--- config.mk ---
export PLATFORM = sky130hd
export DESIGN_NAME = flight_failsafe_supervisor_unit
export DESIGN_NICKNAME = d
export VERILOG_FILES = /design/src/sv/ffs_pkg.sv /design/src/sv/ffs_cfg.sv /design/src/sv/ffs_eval.sv /design/src/sv/flight_failsafe_supervisor_unit.sv
export SDC_FILE = /design/constraint.sdc
export NUM_CORES = 1
export LEC_CHECK = 0
export ABC_AREA = 1
export BUFFER_PORTS_ARGS = -buffer_cell sky130_fd_sc_hd__buf_2
export CAP_MARGIN = 20
export CORE_MARGIN = 3
export CORE_UTILIZATION = 35
export CTS_CLUSTER_DIAMETER = 50
export DETAILED_ROUTE_END_ITERATION = 6
export GPL_ROUTABILITY_DRIVEN = 0
export PLACE_DENSITY = 0.58
export SYNTH_ARGS = -nofsm -noshare
export SYNTH_HDL_FRONTEND = slang
export SYNTH_SLANG_ARGS = --single-unit
--- constraint.sdc ---
create_clock -name i_clk -period 7 [get_ports i_clk]
set_input_delay 1.05 -clock i_clk [delete_from_list [all_inputs] [get_ports i_clk]]
set_output_delay 1.05 -clock i_clk [all_outputs]
set_load 0.1 [all_outputs]
--- src/sv/ffs_pkg.sv ---
package ffs_pkg;

    // item kinds
    typedef enum logic [1:0] {
        KIND_CHECK     = 2'd0,
        KIND_ARM       = 2'd1,
        KIND_EMERGENCY = 2'd2,
        KIND_RESET     = 2'd3
    } t_kind;

    // failsafe states
    typedef enum logic [1:0] {
        ST_OK        = 2'd0,
        ST_WARNING   = 2'd1,
        ST_LANDING   = 2'd2,
        ST_EMERGENCY = 2'd3
    } t_fs_state;

    // fault reasons
    localparam logic [2:0] RSN_NONE   = 3'd0;
    localparam logic [2:0] RSN_SIGNAL = 3'd1;
    localparam logic [2:0] RSN_TILT   = 3'd2;
    localparam logic [2:0] RSN_SENSOR = 3'd3;
    localparam logic [2:0] RSN_ARM_TO = 3'd4;
    localparam logic [2:0] RSN_KILL   = 3'd5;

    // arm refusal codes
    localparam logic [2:0] REF_NONE      = 3'd0;
    localparam logic [2:0] REF_IMU       = 3'd1;
    localparam logic [2:0] REF_DRIVER    = 3'd2;
    localparam logic [2:0] REF_NO_LINK   = 3'd3;
    localparam logic [2:0] REF_THROTTLE  = 3'd4;
    localparam logic [2:0] REF_TILT      = 3'd5;
    localparam logic [2:0] REF_EMERGENCY = 3'd6;

    // register indexes
    localparam logic [1:0] CFG_MAX_TILT        = 2'd0;
    localparam logic [1:0] CFG_SIGNAL_TIMEOUT  = 2'd1;
    localparam logic [1:0] CFG_LANDING_TIMEOUT = 2'd2;
    localparam logic [1:0] CFG_IDLE_DISARM     = 2'd3;

    localparam int CFG_ADDR_W = 2;
    localparam int CFG_DATA_W = 16;

    // register reset values
    localparam logic [10:0] MAX_TILT_RST        = 11'd550;
    localparam logic [15:0] SIGNAL_TIMEOUT_RST  = 16'd1000;
    localparam logic [15:0] LANDING_TIMEOUT_RST = 16'd3000;
    localparam logic [15:0] IDLE_DISARM_RST     = 16'd15000;

    // fixed limits, tenths of a degree and tenths of a percent
    localparam logic [11:0] ARM_TILT_LIMIT     = 12'd300;
    localparam logic [9:0]  ARM_THROTTLE_LIMIT = 10'd10;
    localparam logic [9:0]  IDLE_THROTTLE      = 10'd5;

    typedef struct packed {
        logic [1:0]         kind;
        logic [31:0]        now_ms;
        logic               motors_armed;
        logic               motors_healthy;
        logic               link_connected;
        logic               imu_healthy;
        logic signed [11:0] roll;
        logic signed [11:0] pitch;
        logic [9:0]         throttle;
        logic [31:0]        signal_age_ms;
        logic [2:0]         emergency_code;
    } t_in_beat;

    typedef struct packed {
        logic [1:0] reported_state;
        logic [2:0] fault_reason;
        logic       arm_allowed;
        logic [2:0] arm_refusal;
        logic       emergency_stop;
        logic       disarm_request;
    } t_out_beat;

    typedef struct packed {
        logic [10:0] max_tilt;
        logic [15:0] signal_timeout_ms;
        logic [15:0] landing_timeout_ms;
        logic [15:0] idle_disarm_ms;
    } t_cfg;

    typedef struct packed {
        t_fs_state   fs_state;
        logic [2:0]  fault_code;
        logic [31:0] arm_time;
        logic [31:0] landing_start;
    } t_state;

    // magnitude of a 12 bit signed angle, -2048 gives 2048 as unsigned
    function automatic logic [11:0] abs12(input logic signed [11:0] v);
        logic [11:0] r;
        r = v[11] ? (~v + 12'd1) : v;
        return r;
    endfunction

endpackage

--- src/sv/ffs_cfg.sv ---
module ffs_cfg
    import ffs_pkg::*;
(
    input  logic                  i_clk,
    input  logic                  i_rst_n,
    input  logic                  i_cfg_we,
    input  logic [CFG_ADDR_W-1:0] i_cfg_addr,
    input  logic [CFG_DATA_W-1:0] i_cfg_wdata,
    output t_cfg                  o_cfg
);

    t_cfg r_cfg;

    always_ff @(posedge i_clk) begin
        if (!i_rst_n) begin
            r_cfg.max_tilt           <= MAX_TILT_RST;
            r_cfg.signal_timeout_ms  <= SIGNAL_TIMEOUT_RST;
            r_cfg.landing_timeout_ms <= LANDING_TIMEOUT_RST;
            r_cfg.idle_disarm_ms     <= IDLE_DISARM_RST;
        end else if (i_cfg_we) begin
            unique case (i_cfg_addr)
                CFG_MAX_TILT:        r_cfg.max_tilt           <= i_cfg_wdata[10:0];
                CFG_SIGNAL_TIMEOUT:  r_cfg.signal_timeout_ms  <= i_cfg_wdata;
                CFG_LANDING_TIMEOUT: r_cfg.landing_timeout_ms <= i_cfg_wdata;
                CFG_IDLE_DISARM:     r_cfg.idle_disarm_ms     <= i_cfg_wdata;
                default:             r_cfg                    <= r_cfg;
            endcase
        end
    end

    assign o_cfg = r_cfg;

endmodule

--- src/sv/ffs_eval.sv ---
module ffs_eval
    import ffs_pkg::*;
(
    input  t_in_beat  i_beat,
    input  t_cfg      i_cfg,
    input  t_state    i_state,
    output t_state    o_state,
    output t_out_beat o_result
);

    logic [11:0] aroll;
    logic [11:0] apitch;
    logic        tilt_over;
    logic        arm_tilt_over;
    logic        link_lost;
    logic [31:0] landing_age;
    logic [31:0] idle_age;
    logic        enter_landing;

    always_comb begin
        aroll         = abs12(i_beat.roll);
        apitch        = abs12(i_beat.pitch);
        tilt_over     = (aroll > {1'b0, i_cfg.max_tilt}) || (apitch > {1'b0, i_cfg.max_tilt});
        arm_tilt_over = (aroll > ARM_TILT_LIMIT) || (apitch > ARM_TILT_LIMIT);
        link_lost     = i_beat.signal_age_ms > {16'd0, i_cfg.signal_timeout_ms};
        landing_age   = i_beat.now_ms - i_state.landing_start;
        idle_age      = i_beat.now_ms - i_state.arm_time;
        enter_landing = (i_state.fs_state != ST_LANDING) && (i_state.fs_state != ST_EMERGENCY);
    end

    always_comb begin
        o_state  = i_state;
        o_result = '0;

        unique case (t_kind'(i_beat.kind))
            KIND_CHECK: begin
                priority if (!i_beat.motors_armed) begin
                    if (i_state.fs_state != ST_EMERGENCY) begin
                        o_state.fs_state   = ST_OK;
                        o_state.fault_code = RSN_NONE;
                    end
                end else if (tilt_over) begin
                    o_state.fs_state        = ST_EMERGENCY;
                    o_state.fault_code      = RSN_TILT;
                    o_result.emergency_stop = 1'b1;
                end else if (!i_beat.imu_healthy) begin
                    o_state.fs_state        = ST_EMERGENCY;
                    o_state.fault_code      = RSN_SENSOR;
                    o_result.emergency_stop = 1'b1;
                end else if (link_lost) begin
                    // a fresh landing starts now, so its age is zero
                    if (enter_landing) begin
                        o_state.fs_state      = ST_LANDING;
                        o_state.fault_code    = RSN_SIGNAL;
                        o_state.landing_start = i_beat.now_ms;
                    end else if (landing_age > {16'd0, i_cfg.landing_timeout_ms}) begin
                        o_state.fs_state        = ST_EMERGENCY;
                        o_result.emergency_stop = 1'b1;
                    end
                end else if (i_beat.throttle <= IDLE_THROTTLE &&
                             idle_age > {16'd0, i_cfg.idle_disarm_ms}) begin
                    o_result.disarm_request = 1'b1;
                    o_state.fault_code      = RSN_ARM_TO;
                end else begin
                    if (i_beat.throttle > IDLE_THROTTLE) begin
                        o_state.arm_time = i_beat.now_ms;
                    end
                    if (i_state.fs_state == ST_LANDING || i_state.fs_state == ST_WARNING) begin
                        o_state.fs_state   = ST_OK;
                        o_state.fault_code = RSN_NONE;
                    end
                end
            end
            KIND_ARM: begin
                priority if (!i_beat.imu_healthy) begin
                    o_result.arm_refusal = REF_IMU;
                end else if (!i_beat.motors_healthy) begin
                    o_result.arm_refusal = REF_DRIVER;
                end else if (!i_beat.link_connected) begin
                    o_result.arm_refusal = REF_NO_LINK;
                end else if (i_beat.throttle > ARM_THROTTLE_LIMIT) begin
                    o_result.arm_refusal = REF_THROTTLE;
                end else if (arm_tilt_over) begin
                    o_result.arm_refusal = REF_TILT;
                end else if (i_state.fs_state == ST_EMERGENCY) begin
                    o_result.arm_refusal = REF_EMERGENCY;
                end else begin
                    o_result.arm_allowed = 1'b1;
                    o_state.arm_time     = i_beat.now_ms;
                end
            end
            KIND_EMERGENCY: begin
                o_state.fs_state        = ST_EMERGENCY;
                o_state.fault_code      = (i_beat.emergency_code > RSN_KILL) ?
                                          RSN_KILL : i_beat.emergency_code;
                o_result.emergency_stop = 1'b1;
            end
            KIND_RESET: begin
                o_state.fs_state      = ST_OK;
                o_state.fault_code    = RSN_NONE;
                o_state.landing_start = '0;
            end
            default: begin
                o_state = i_state;
            end
        endcase

        // idle disarm reports ok whatever the held state
        o_result.reported_state = o_result.disarm_request ? ST_OK : o_state.fs_state;
        o_result.fault_reason   = o_state.fault_code;
    end

endmodule

--- src/sv/flight_failsafe_supervisor_unit.sv ---
// flow: an accepted beat waits in the input stage, is evaluated and moves into the result stage
// when the result slot is empty or being drained; throughput is one beat per cycle unless
// i_out_ready stalls it, set by the single evaluation stage that also writes the state
// reset: synchronous active low i_rst_n clears both pipeline valids, returns the failsafe
// state to ok with no fault, zeroes arm and landing times and loads the register defaults
module flight_failsafe_supervisor_unit
    import ffs_pkg::*;
(
    input  logic                  i_clk,
    input  logic                  i_rst_n,
    // configuration write port
    input  logic                  i_cfg_we,
    input  logic [CFG_ADDR_W-1:0] i_cfg_addr,
    input  logic [CFG_DATA_W-1:0] i_cfg_wdata,
    // input beats
    input  logic                  i_in_valid,
    output logic                  o_in_ready,
    input  t_in_beat              i_in_beat,
    // result beats
    output logic                  o_out_valid,
    input  logic                  i_out_ready,
    output t_out_beat             o_out_beat
);

    t_cfg      cfg;
    t_state    n_state;
    t_out_beat result;

    // input stage
    logic      r_in_vld;
    logic      n_in_vld;
    t_in_beat  r_in_beat;

    // result stage
    logic      r_out_vld;
    logic      n_out_vld;
    t_out_beat r_out_beat;

    // supervisor state, written when a beat moves into the result stage
    t_state    r_state;

    logic      in_acc;
    logic      adv;

    ffs_cfg u_cfg (
        .i_clk       (i_clk),
        .i_rst_n     (i_rst_n),
        .i_cfg_we    (i_cfg_we),
        .i_cfg_addr  (i_cfg_addr),
        .i_cfg_wdata (i_cfg_wdata),
        .o_cfg       (cfg)
    );

    ffs_eval u_eval (
        .i_beat   (r_in_beat),
        .i_cfg    (cfg),
        .i_state  (r_state),
        .o_state  (n_state),
        .o_result (result)
    );

    // the held beat advances when the result slot is empty or being drained
    assign adv        = r_in_vld && (!r_out_vld || i_out_ready);
    assign o_in_ready = !r_in_vld || adv;
    assign in_acc     = i_in_valid && o_in_ready;

    always_comb begin
        n_in_vld  = in_acc ? 1'b1 : (adv ? 1'b0 : r_in_vld);
        n_out_vld = adv ? 1'b1 : (i_out_ready ? 1'b0 : r_out_vld);
    end

    // control state
    always_ff @(posedge i_clk) begin
        if (!i_rst_n) begin
            r_in_vld              <= 1'b0;
            r_out_vld             <= 1'b0;
            r_state.fs_state      <= ST_OK;
            r_state.fault_code    <= RSN_NONE;
            r_state.arm_time      <= '0;
            r_state.landing_start <= '0;
        end else begin
            r_in_vld  <= n_in_vld;
            r_out_vld <= n_out_vld;
            if (adv) begin
                r_state <= n_state;
            end
        end
    end

    // payload registers, no reset
    always_ff @(posedge i_clk) begin
        if (in_acc) begin
            r_in_beat <= i_in_beat;
        end
        if (adv) begin
            r_out_beat <= result;
        end
    end

    assign o_out_valid = r_out_vld;
    assign o_out_beat  = r_out_beat;

endmodule

Yosys cells after proc, flatten, opt, wreduce, memory -nomap -nowiden. Cells that the tools add are included. Widths: inputs -> output; s select.

Output and inout port bits: 13. Flip-flop bits (word level): 248.

$add $sub $neg: 4. Reductions and logical operators: 26. Bitwise operators: 6. Eq/ne operators: 25. Muxes and demuxes: 54. $lt $le $gt $ge: 11.

Operators by type and width (number): $mux 32 (11); $mux 64 (3); $pmux 32 s2 (2); $gt 32x16->1 (3); $sub 32x32->32 (2); $mux 5 (6); $ne 2x2->1 const B (13); $add 12x1->12 const B (2); $gt 12x11->1 (2); $gt 12x9->1 const B (2); $mux 12 (2); $not 12->12 (2); $mux 3 (6); $mux 1 (16); $pmux 5 s3 (1); $reduce_and 14->1 (1); $eq 2x2->1 const B (6); $mux 2 (6); $gt 10x3->1 const B (1); $gt 10x4->1 const B (1); $le 10x3->1 const B (1); $reduce_and 2->1 (5); $reduce_bool 2->1 (4); $reduce_and 7->1 (1); 11 further kinds (27).

Depth between registers and ports, before layout. Gate-level depths: netlist (run 1).

Depth in word-level cells: 11. Gate-level depth with buffers: 35.

By module. From an unflattened synthesis (run 1), not the netlist that was laid out.

Cells, all modules: 2849. Area, all modules: 18753.0 um^2.

By module, submodules not included: ffs_eval (instances 1, area an instance 9659.3 um^2, seq. area each 0.0 um^2, cells an instance 1930); flight_failsafe_supervisor_unit (instances 1, area an instance 6705.2 um^2, seq. area each 4964.8 um^2, cells an instance 584); ffs_cfg (instances 1, area an instance 2388.5 um^2, seq. area each 1181.1 um^2, cells an instance 335).

Least setup slack after synthesis (run 1). No wires, ideal clock.

Kind: input port to flip-flop. Start: input port i_out_ready. End: register r_in_beat[0] (netlist bit) (enable). Stages on the path: 4. Path slack: 2451 ps. Arrival: 4089 ps. Required time: 6540 ps. Cell sequence: inv_1 -> nand3_1 -> nand2_1 -> inv_1.

Longest elaborated chain between the ends: 4.

Ends and longest elaborated chain: start: declaration (RTL line flight_failsafe_supervisor_unit.sv:21) `input logic i_out_ready,`; $logic_or 1x1->1 (RTL line flight_failsafe_supervisor_unit.sv:63) `assign adv = r_in_vld && (!r_out_vld || i_out_ready);`; $logic_and 1x1->1 (RTL line flight_failsafe_supervisor_unit.sv:63); $logic_or 1x1->1 (RTL line flight_failsafe_supervisor_unit.sv:64) `assign o_in_ready = !r_in_vld || adv;`; via o_in_ready (RTL line flight_failsafe_supervisor_unit.sv:17) `output logic o_in_ready,`; $logic_and 1x1->1 (RTL line flight_failsafe_supervisor_unit.sv:65) `assign in_acc = i_in_valid && o_in_ready;`; via in_acc (RTL line flight_failsafe_supervisor_unit.sv:42) `logic in_acc;`; end signal: assignment (RTL line flight_failsafe_supervisor_unit.sv:93) `r_in_beat <= i_in_beat;`; end: declaration (RTL line flight_failsafe_supervisor_unit.sv:32) `t_in_beat r_in_beat;`.

The timed path passes the listed nets, and every way through them passes these cells. A chain may end at the register's enable or synchronous reset.

==> impl_metrics.env, run 1 <==
export IMPL_synthDistinctLibCells=44
export IMPL_io_pins=143
export IMPL_skew_ps=34.9
export IMPL_worst_ep_required_time_ps=7250
export IMPL_crit_start="r_in_beat[74]"
export IMPL_p_total_w=0.00428
export IMPL_async_flop_share_pct=0
export IMPL_leakage_nw=9.27
export IMPL_root_buffer="clkbuf_16"
export IMPL_slew_headroom_pct=32.6
export IMPL_ys_flop_type="dfxtp_1"
export IMPL_synth_fp_nets=2511
export IMPL_grt_ovfl_total=0
export IMPL_postCtsHoldBufs=0
export IMPL_clk_pin_slew_ps=60
export IMPL_cts_sinks=248
export IMPL_tightest_slew_ps=1010
export IMPL_grt_pass1_vias=14100
export IMPL_num_rows=77
export IMPL_power_per_cell_area_nw_per_um2=230
export IMPL_worst_slack_ps=2650
export IMPL_wl_per_cell_um=14.8
export IMPL_worstPathMaxFanout=5
export IMPL_postCtsSetupRepairBufs=0
export IMPL_hp_class="register to register"
export IMPL_grt_max_degree=117
export IMPL_place_hpwl_um=34200
export IMPL_peakVddDrop_v=0.000138
export IMPL_fin_util_pct=41.7
export IMPL_cts_made_buffers=38
export IMPL_syn_instance_count=2240
export IMPL_yosysWarnings=0
export IMPL_finalCritPeriodShare_pct=62.1
export IMPL_netlist_area_leader_share_pct=22.2
export IMPL_setup_tns_final_ps=0
export IMPL_die_x_um=220
export IMPL_grt_usage_pct=18.5
export IMPL_cts_tree="yes"
export IMPL_core_area_um2=44700
export IMPL_maxSlewViolCount=0
export IMPL_syn_area_um2=16000
export IMPL_area_growth_pct=16.6
export IMPL_grt_pass1_wl_um=71000
export IMPL_critPathMostFrequentCell="nand2_1"
export IMPL_drv_cap=0
export IMPL_die_area_um2=48300
export IMPL_dr_first_iter_drc_count=920
export IMPL_cts_repair_resized=0
export IMPL_fmax_ghz=0.230
export IMPL_dp_worst_setup_slack_ps=2680
export IMPL_antenna_found_initial=0
export IMPL_yosys_area_top_type="edfxtp_1"
export IMPL_slowest_delay_ps=510
export IMPL_antennaDiodeCount=0
export IMPL_num_vias=14400
export IMPL_setup_violations=0
export IMPL_seq_area_frac_synth_pct=38.5
export IMPL_hold_viol=0
export IMPL_min_period_ps=4350
export IMPL_first_pass_iters=5
export IMPL_worstSetupPathType="register to register"
export IMPL_clk_latency_ps=560
export IMPL_synth_area_leaders="edfxtp_1 (22%), dfxtp_1 (16%), nand2_1 (14%)"
export IMPL_ys_ff_latch=248
export IMPL_hp_start="r_state[8]"
export IMPL_htreeDepth=2
export IMPL_n_fill_cell=4613
export IMPL_final_common_cell="nand2_1"
export IMPL_avgSynthCellArea_um2=7.14
export IMPL_start_util_pct=35.8
export IMPL_status="finished, final reports clean"
export IMPL_mostFrequentLayoutCells="nand2_1 (611), inv_1 (410), nor2_1 (249)"
export IMPL_nNetsFinal=2660
export IMPL_port_buffers=142
export IMPL_worstPathArrival_ps=4600
export IMPL_reg2reg_from="r_in_beat[74]"
export IMPL_start_kind="register"
export IMPL_cts_buffer_depth=3
export IMPL_final_antenna_net_count=0
export IMPL_end_kind="register"
export IMPL_viasPerCell=4.79
export IMPL_rsz0062_at_grt="false"
export IMPL_drive_gt1_share_pct=9.59
export IMPL_synth_edf_count=118
export IMPL_slowest_stage="fa_1"
export IMPL_drt_wl_total_um=44500
export IMPL_remaining_drc_errors=0
export IMPL_die_y_um=220
[state kept, by name, summed over array words and instances (netlist names)]
name         cells
o_out_beat      11
r_in_beat      107
r_in_vld         1
u_cfg.o_cfg     59
o_out_valid      1
r_state         69
[layer usage]
metal	share of wire, %	wire length (um)	vias to the layer above	track usage, %
met5	0	0	-	0
met4	3.6	1610	0	7.02
met3	6.6	2960	97	3.74
met2	45	19800	369	30.4
met1	45	20100	6518	23.9
li1	-	-	7436	-
[path summary, 6_finish.rpt]
| check | endpoint | slack [ps] | cells after the start |
|---|---|---|---|
| min | r_state[8] | 460 | 2 |
| max | o_out_beat[10] | 2650 | 28 |
| min reg2reg | r_state[8] | 460 | 2 |
| max reg2reg | o_out_beat[10] | 2650 | 28 |
[critical path, delay by kind of cell, from the launching register on]
family,cells,cell delay (ps)
AO/OA/AOI/OAI,1,80
XOR/XNOR,1,90
adder cells (fa/ha/maj),2,790
buffers and inverters,2,320
flip-flops,1,480
AND/OR/NAND/NOR,22,2290
[cells by family after synthesis]
group | synth area share, %
AO/OA/AOI/OAI | 10.5
XOR/XNOR | 2.63
adder cells (fa/ha/maj) | 11.1
buffers and inverters | 10.9
flip-flops | 38.5
AND/OR/NAND/NOR | 26.3
[report_power, final]
part / switching, W / internal [W] / total (W)
sequential: 0.0000443 / 0.00160 / 0.00164
combinational: 0.000468 / 0.000251 / 0.000719
clock: 0.000784 / 0.00113 / 0.00192
total: 0.00130 / 0.00298 / 0.00428
[per-stage QoR]
step / cells / cell area, um^2 / hold slack [ps]
global route: 3011 / 18600 / 476
floorplan: 2240 / 16000 / 428
finish: 3011 / 18600 / 458
CTS: 3009 / 18600 / 462
global placement: 2938 / 17300 / 440
detailed placement: 2939 / 17300 / 448
[area by class of cell]
| class | count | area, um^2 | area share, % |
|---|---|---|---|
| Tap cell | 592 | 741 | 3.98 |
| Sequential cell | 248 | 6150 | 33.0 |
| Timing Repair Buffer | 148 | 798 | 4.28 |
| Multi-Input combinational cell | 1537 | 8090 | 43.4 |
| Inverter | 416 | 1560 | 8.39 |
| Clock buffer | 40 | 980 | 5.26 |
| Clock inverter | 30 | 312 | 1.67 |
[synth_stat cells (all sizes together) (7+ instances only)]
| library cell | instances |
|---|---|
| inv | 415 |
| nor3 | 24 |
| a21o | 8 |
| buf | 12 |
| and2 | 7 |
| edfxtp | 118 |
| nand2 | 614 |
| nor2 | 251 |
| nand3 | 100 |
| nand4 | 21 |
| nand3b | 9 |
| ha | 139 |
| xor2 | 40 |
| dfxtp | 130 |
| o211ai | 20 |
| xnor2 | 8 |
| o21ai | 108 |
| nor4 | 8 |
| a21oi | 163 |
| clkbuf | 27 |
(Power assumes the default switching activity.)
==> run 2, diff against run 1 <==
- ABC_AREA: 1 -> 0
- clock period: 7 -> 4.55 ns (I/O delays scaled with it)
==> run 2 against run 1 <==
  * The run now ends with setup timing left
  * Clock power grew 64%
  * Register-to-register slack lost 2800 ps
  * Fmax shrank 7.9%
  * Synthesized cell count shrank 23%
  * Global-route usage shrank 0.38 points
  * Sequential power grew 53%
  * First-iteration DRC count shrank 14%
  * Die area shrank 2.5%
  * Critical path depth shrank 9
  * Setup slack lost 2800 ps
  * Critical path type unchanged
  * Largest cell class unchanged
==> impl_metrics.env, run 2 <==
export IMPL_cts_sinks=248
export IMPL_num_rows=76
export IMPL_remaining_drc_errors=0
export IMPL_hp_class="input pin to register"
export IMPL_postCtsHoldBufs=0
export IMPL_tightest_slew_ps=981
export IMPL_start_util_pct=35.8
export IMPL_maxSlewViolCount=0
export IMPL_cts_tree="yes"
export IMPL_viasPerCell=5.10
export IMPL_drt_wl_total_um=43200
export IMPL_grt_pass1_wl_um=69000
export IMPL_yosys_area_top_type="edfxtp_1"
export IMPL_hold_viol=0
export IMPL_seqPwrFrac_pct=37.2
export IMPL_swShare_pct=27.9
export IMPL_port_buffers=142
export IMPL_die_x_um=217
export IMPL_start_kind="register"
export IMPL_die_area_um2=47100
export IMPL_p_int_w=0.00487
export IMPL_antenna_found_initial=1
export IMPL_final_antenna_net_count=0
export IMPL_synth_fp_nets=1996
export IMPL_yosysWarnings=0
export IMPL_num_vias=13300
export IMPL_async_flop_share_pct=0
export IMPL_htreeDepth=2
export IMPL_p_sw_w=0.00188
export IMPL_grt_pass1_vias=13300
export IMPL_combPwrFrac_pct=16.3
export IMPL_ys_ff_latch=248
export IMPL_skew_ps=28.3
export IMPL_grt_usage_pct=18.1
export IMPL_drv_cap=0
export IMPL_worst_slack_ps=-174
export IMPL_final_common_cell="nand2_1"
export IMPL_area_growth_pct=27.2
export IMPL_wl_per_cell_um=16.5
export IMPL_first_pass_iters=5
export IMPL_status="finished with violations"
export IMPL_min_period_ps=4720
export IMPL_dr_first_iter_drc_count=787
export IMPL_power_per_cell_area_nw_per_um2=341
export IMPL_violations="setup timing"
export IMPL_cts_made_buffers=40
export IMPL_fin_util_pct=45.5
export IMPL_max_flop_register="r_in_beat"
export IMPL_drive_gt1_share_pct=22.8
export IMPL_worst_ep_required_time_ps=5020
export IMPL_clk_latency_ps=580
export IMPL_syn_instance_count=1725
export IMPL_clkPwrFrac_pct=46.5
export IMPL_critPathMostFrequentCell="buf_4"
export IMPL_layout_cells_non_filler=2614
export IMPL_place_hpwl_um=32100
export IMPL_placed_area_um2=17900
export IMPL_avgSynthCellArea_um2=9.03
export IMPL_mostFrequentLayoutCells="nand2_1 (201), buf_4 (155), inv_1 (148)"
export IMPL_core_area_um2=43600
export IMPL_seq_area_frac_synth_pct=39.5
export IMPL_slew_headroom_pct=34.6
export IMPL_crit_chain="buf_4 -> ha_4 -> nand4_2 -> or3_2 -> a21oi_2 -> or2_4 -> xor2_1 -> ha_1 -> nand4_1 -> nor4_4 -> or3_1 -> o22ai_1 -> nand4b_1 -> or4_4 -> o41ai_4 -> buf_4 -> mux2i_4 -> o31ai_1 -> and2_1"
export IMPL_synthDistinctLibCells=81
export IMPL_setup_violations=9
export IMPL_worstPathMaxFanout=4
export IMPL_antennaDiodeCount=0
export IMPL_slowest_stage="or3_2"
export IMPL_synth_commonest_cells="nand2_1 (201), inv_1 (151), ha_1 (139), dfxtp_1 (130), edfxtp_1 (118)"
export IMPL_synth_edf_count=118
export IMPL_synth_area_leaders="edfxtp_1 (23%), dfxtp_1 (17%), ha_1 (11%)"
export IMPL_largest_register_ffs=107
export IMPL_yosysMostFrequentCell="nand2_1"
export IMPL_stdcell_area_um2=19800
export IMPL_slowest_delay_ps=500
export IMPL_cts_buffer_depth=3
export IMPL_dp_cells=2522
export IMPL_nNetsFinal=2269
export IMPL_grt_max_degree=95
export IMPL_leakage_nw=7.98
export IMPL_syn_area_um2=15600
export IMPL_worstSetupPathType="register to register"
export IMPL_end_kind="register"
export IMPL_rsz0062_at_grt="true"
export IMPL_finalCritPeriodShare_pct=104
export IMPL_fmax_ghz=0.212
export IMPL_netlist_area_leader_share_pct=22.8
export IMPL_root_buffer="clkbuf_16"
export IMPL_ys_flop_type="dfxtp_1"
export IMPL_worstPathArrival_ps=5190
export IMPL_io_pins=143
export IMPL_die_y_um=217
export IMPL_grt_ovfl_total=0
export IMPL_clk_pin_slew_ps=60
export IMPL_peakVddDrop_v=0.000329
export IMPL_n_fill_cell=4276
==> run 2: cell types whose count changed in the layout (fill, tap and decap cells not counted), sizes merged, moves of 27 or more <==
| cell | previous run | this run |
|---|---|---|
| a21o | 8 | 35 |
| a21boi | 0 | 73 |
| o21ai | 108 | 72 |
| inv | 429 | 160 |
| xor2 | 40 | 13 |
| mux2i | 0 | 41 |
| a21oi | 163 | 113 |
| xnor2 | 8 | 43 |
| nand3 | 100 | 48 |
| nor2b | 0 | 48 |
| nor2 | 251 | 65 |
| buf | 148 | 303 |
| nand2 | 614 | 201 |
| nand2b | 0 | 50 |
==> run 2: what timing repair did <==
item / in CTS / in global routing
gates resized for setup: 55 / 20
setup buffers: 9 / 10
pin swaps: 36 / 17
endpoints found under the setup margin: 12 / 44
endpoints found under the hold margin: 0 / 0
==> run 2: worst paths after layout <==
kind	end	startpoint	slack, ps	cells after the start
worst max-delay path	r_state[68]	r_in_beat[82]	-170	19
worst min-delay path	r_in_beat[12]	i_in_beat[12]	280	1
worst max register to register	r_state[68]	r_in_beat[82]	-170	19
worst min register to register	u_cfg.o_cfg[26]	u_cfg.o_cfg[26]	470	2
==> run 2: power groups by stage <==
stage	clock network [W]	registers, W	logic [W]
floorplan	0	0.00257	0.000632
CTS	0.00322	0.00251	0.00108
detailed placement	0	0.00255	0.00103
finish	0.00314	0.00251	0.00110
global placement	0	0.00255	0.00101
global route	0.00333	0.00252	0.00123
==> run 2: metrics by stage <==
step / setup WS (ps) / total power (W) / TNS [ps] / hold WS, ps
3_3_place_gp: -422 / 0.00356 / -2980 / 455
5_1_grt: -378 / 0.00707 / -3070 / 249
4_1_cts: -142 / 0.00681 / -606 / 247
3_5_place_dp: -544 / 0.00359 / -4450 / 462
6_report: -174 / 0.00675 / -820 / 276
2_1_floorplan: -100 / 0.00320 / -102 / 443
==> run 2: cells by family (layout without fill, tap and decap cells) <==
group           count (synthesis)  count (layout)  share of synthesized area, %
flops                         248             248                          39.5
compound gates                460             460                          19.8
buf+inv                       224             528                          5.54
fa+ha+maj                     141             141                          11.4
simple gates                  552             552                          17.8
mux                            44              44                          2.85
xor+xnor                       56              56                          3.15
==> run 2: layer usage <==
layer / up-vias / global-route usage, % / routed length, um / part of all wire (%)
met5: - / 0 / 17 / 0.039
li1: 6743 / - / - / -
met1: 6207 / 24.0 / 20100 / 46
met2: 305 / 29.2 / 19400 / 45
met4: 2 / 6.20 / 1220 / 2.8
met3: 79 / 4.02 / 2440 / 5.7
==> run 2: critical path: cells and delay by family, from the launching register on <==
kind,cells,cell delay [ps]
AO/OA/AOI/OAI,4,670
XOR/XNOR,1,60
adder cells (fa/ha/maj),2,590
buffers and inverters,2,390
flip-flops,1,440
multiplexers,1,240
AND/OR/NAND/NOR,9,2190
==> run 2: layout make-up <==
cell class                 instances  area [um^2]  share of cell area [%]
clock buffer                      44         1050                    5.29
clock inverter                    29          343                    1.73
inverter                         152          571                    2.88
multi-input combinational       1253         9000                    45.4
sequential                       248         6150                    31.0
tap                              585          732                    3.69
timing repair buffer             303         1970                    9.96
==> run 3, diff against run 2 <==
--- a/config.mk
+++ b/config.mk
@@ -10,2 +10,4 @@
 export CAP_MARGIN = 20
+export CELL_PAD_IN_SITES_DETAIL_PLACEMENT = 1
+export CELL_PAD_IN_SITES_GLOBAL_PLACEMENT = 2
 export CORE_MARGIN = 3
@@ -15,3 +17,3 @@
 export GPL_ROUTABILITY_DRIVEN = 0
-export PLACE_DENSITY = 0.58
+export PLACE_DENSITY = 0.82
 export SYNTH_ARGS = -nofsm -noshare
==> constraint.sdc (replaced) <==
create_clock -name i_clk -period 4.55 [get_ports i_clk]
set_input_delay 0.91 -clock i_clk [delete_from_list [all_inputs] [get_ports i_clk]]
set_output_delay 0.91 -clock i_clk [all_outputs]
set_load 0.1 [all_outputs]
==> run 3 against run 2 <==
  * The run still ends with setup timing left
  * Worst hold slack gained 190 ps
  * Largest power group unchanged
  * Global-route usage grew 2.2 points
  * Critical endpoint unchanged
  * Highest routed layer is now met4
  * Clock-buffer cell count is the same
  * Non-clock buffer count fell by 5
  * Power down 2.5%
  * Clock skew down 0.58 ps
  * Routed wire length up 11%
  * Setup slack got worse by 150 ps
  * Utilization is 0.34 points lower
  * Via count grew 3.1%
  * Combinational power barely moved
==> impl_metrics.env, run 3 (synthesized netlist as in run 2, its figures left out) <==
export IMPL_die_area_um2=47100
export IMPL_die_x_um=217
export IMPL_grt_pass1_vias=14800
export IMPL_skew_ps=27.8
export IMPL_first_pass_iters=5
export IMPL_min_period_ps=4870
export IMPL_grt_use_met3_pct=3.43
export IMPL_final_antenna_net_count=0
export IMPL_remaining_drc_errors=0
export IMPL_antenna_found_initial=0
export IMPL_largest_register_ffs=107
export IMPL_num_rows=76
export IMPL_final_common_cell="nand2_1"
export IMPL_rsz0062_at_grt="true"
export IMPL_fin_util_pct=45.2
export IMPL_end_kind="register"
export IMPL_maxSlewViolCount=0
export IMPL_fmax_ghz=0.205
export IMPL_hold_viol=0
export IMPL_drive_gt1_share_pct=22.6
export IMPL_clk_latency_ps=570
export IMPL_status="finished with violations"
export IMPL_die_y_um=217
export IMPL_port_buffers=142
export IMPL_violations="setup timing"
export IMPL_worstSetupPathType="register to register"
export IMPL_power_per_cell_area_nw_per_um2=335
export IMPL_grt_ovfl_total=0
export IMPL_peakVddDrop_v=0.000275
export IMPL_antennaDiodeCount=0
export IMPL_drv_cap=0
export IMPL_top_usage_layer="met2"
export IMPL_dr_first_iter_drc_count=689
export IMPL_drt_wl_total_um=47800
export IMPL_start_util_pct=35.8
export IMPL_root_buffer="clkbuf_16"
export IMPL_cts_tree="yes"
export IMPL_r2r_slack_ps=-320
export IMPL_grtUsageMet2_pct=35.2
export IMPL_slew_headroom_pct=31.4
export IMPL_cts_buffer_depth=3
export IMPL_core_area_um2=43600
export IMPL_worst_slack_ps=-324
export IMPL_viasPerCell=5.27
export IMPL_cts_made_buffers=40
export IMPL_setup_violations=12
export IMPL_grt_usage_pct=20.3
export IMPL_nNetsFinal=2264
export IMPL_cts_sinks=248
export IMPL_worstPathMaxFanout=3
export IMPL_whs_ps=466
export IMPL_grt_pass1_wl_um=77300
export IMPL_grt_util_met1_pct=25.7
export IMPL_finalCritPeriodShare_pct=107
export IMPL_htreeDepth=2
export IMPL_num_vias=13700
export IMPL_wl_per_cell_um=18.3
export IMPL_worstPathArrival_ps=5320
export IMPL_tightest_slew_ps=1030
export IMPL_grt_max_degree=108
export IMPL_place_hpwl_um=35900
export IMPL_setup_tns_final_ps=-2250
export IMPL_worst_ep_required_time_ps=4990
export IMPL_mostFrequentLayoutCells="nand2_1 (199), buf_4 (150), inv_1 (148)"
export IMPL_area_growth_pct=26.3
export IMPL_clk_pin_slew_ps=60
export IMPL_dp_worst_setup_slack_ps=-705
export IMPL_leakage_nw=7.90
export IMPL_max_flop_register="r_in_beat"
export IMPL_hp_class="register to register"
export IMPL_io_pins=143
export IMPL_start_kind="register"
run 3: cell count changes in the layout (fill, tap and decap cells not counted), sizes merged:
| cell | delta |
|---|---|
| clkinv | -7 |
| inv | +6 |
| buf | -5 |
| clkinvlp | +4 |
| bufinv | -3 |
run 3: worst max-delay path, cell delays in order, from the launching register on:
cell and delay (ps):
edfxtp_1 370, inv_2 70, buf_6 120, ha_4 150, fa_2 370, nor2b_4 160
o2111ai_4 150, nand2_2 130, inv_2 50, buf_6 100, a21oi_2 110, nor2_1 60
xnor2_1 120, ha_1 290, nand4_1 210, nor4_4 380, or3_4 190, o22ai_4 60
nand4b_1 170, or4_4 460, o41ai_4 260, buf_4 200, mux2i_4 260, o31ai_1 120
and2_1 180
run 3: path summary, 6_finish.rpt:
kind                        from             end  depth (start not counted)
setup / recovery   r_in_beat[73]     r_state[68]                         24
hold reg to reg   u_cfg.o_cfg[1]  u_cfg.o_cfg[1]                          2
setup reg to reg   r_in_beat[73]     r_state[68]                         24
hold / removal    u_cfg.o_cfg[1]  u_cfg.o_cfg[1]                          2
run 3: metal layers:
layer	up-vias	part of all wire, %	wire length [um]
met4	0	2.9	1380
met3	79	4.0	1910
met1	6698	45	21300
met2	235	48	23100
li1	6733	-	-
met5	-	0	0
run 3: final cells by class:
cell class	count	area (um^2)
timing repair buffer	298	1940
sequential	248	6150
fill	5115	23900
inverter	152	571
tap	585	732
multi-input combinational	1253	8990
clock buffer	44	1020
clock inverter	29	268
run 3: repair_timing:
action,4_1_cts,5_1_grt
buffers inserted,13,9
setup endpoints to repair,12,44
gates resized for setup,48,33
hold buffers,0,0
pin swaps,44,22
run 3: through the flow:
stage / cell area (um^2) / total power (W) / cells
final: 19700 / 0.00659 / 2609
after global routing: 19700 / 0.00691 / 2609
after CTS: 19400 / 0.00665 / 2600
after detailed placement: 17800 / 0.00362 / 2514
after global placement: 17800 / 0.00358 / 2514
after floorplan: 15600 / 0.00320 / 1725
run 3: power breakdown:
group | total [W] | internal [W] | switching (W)
clock | 0.00294 | 0.00173 | 0.00121
sequential | 0.00251 | 0.00244 | 0.0000714
combinational | 0.00113 | 0.000490 | 0.000641
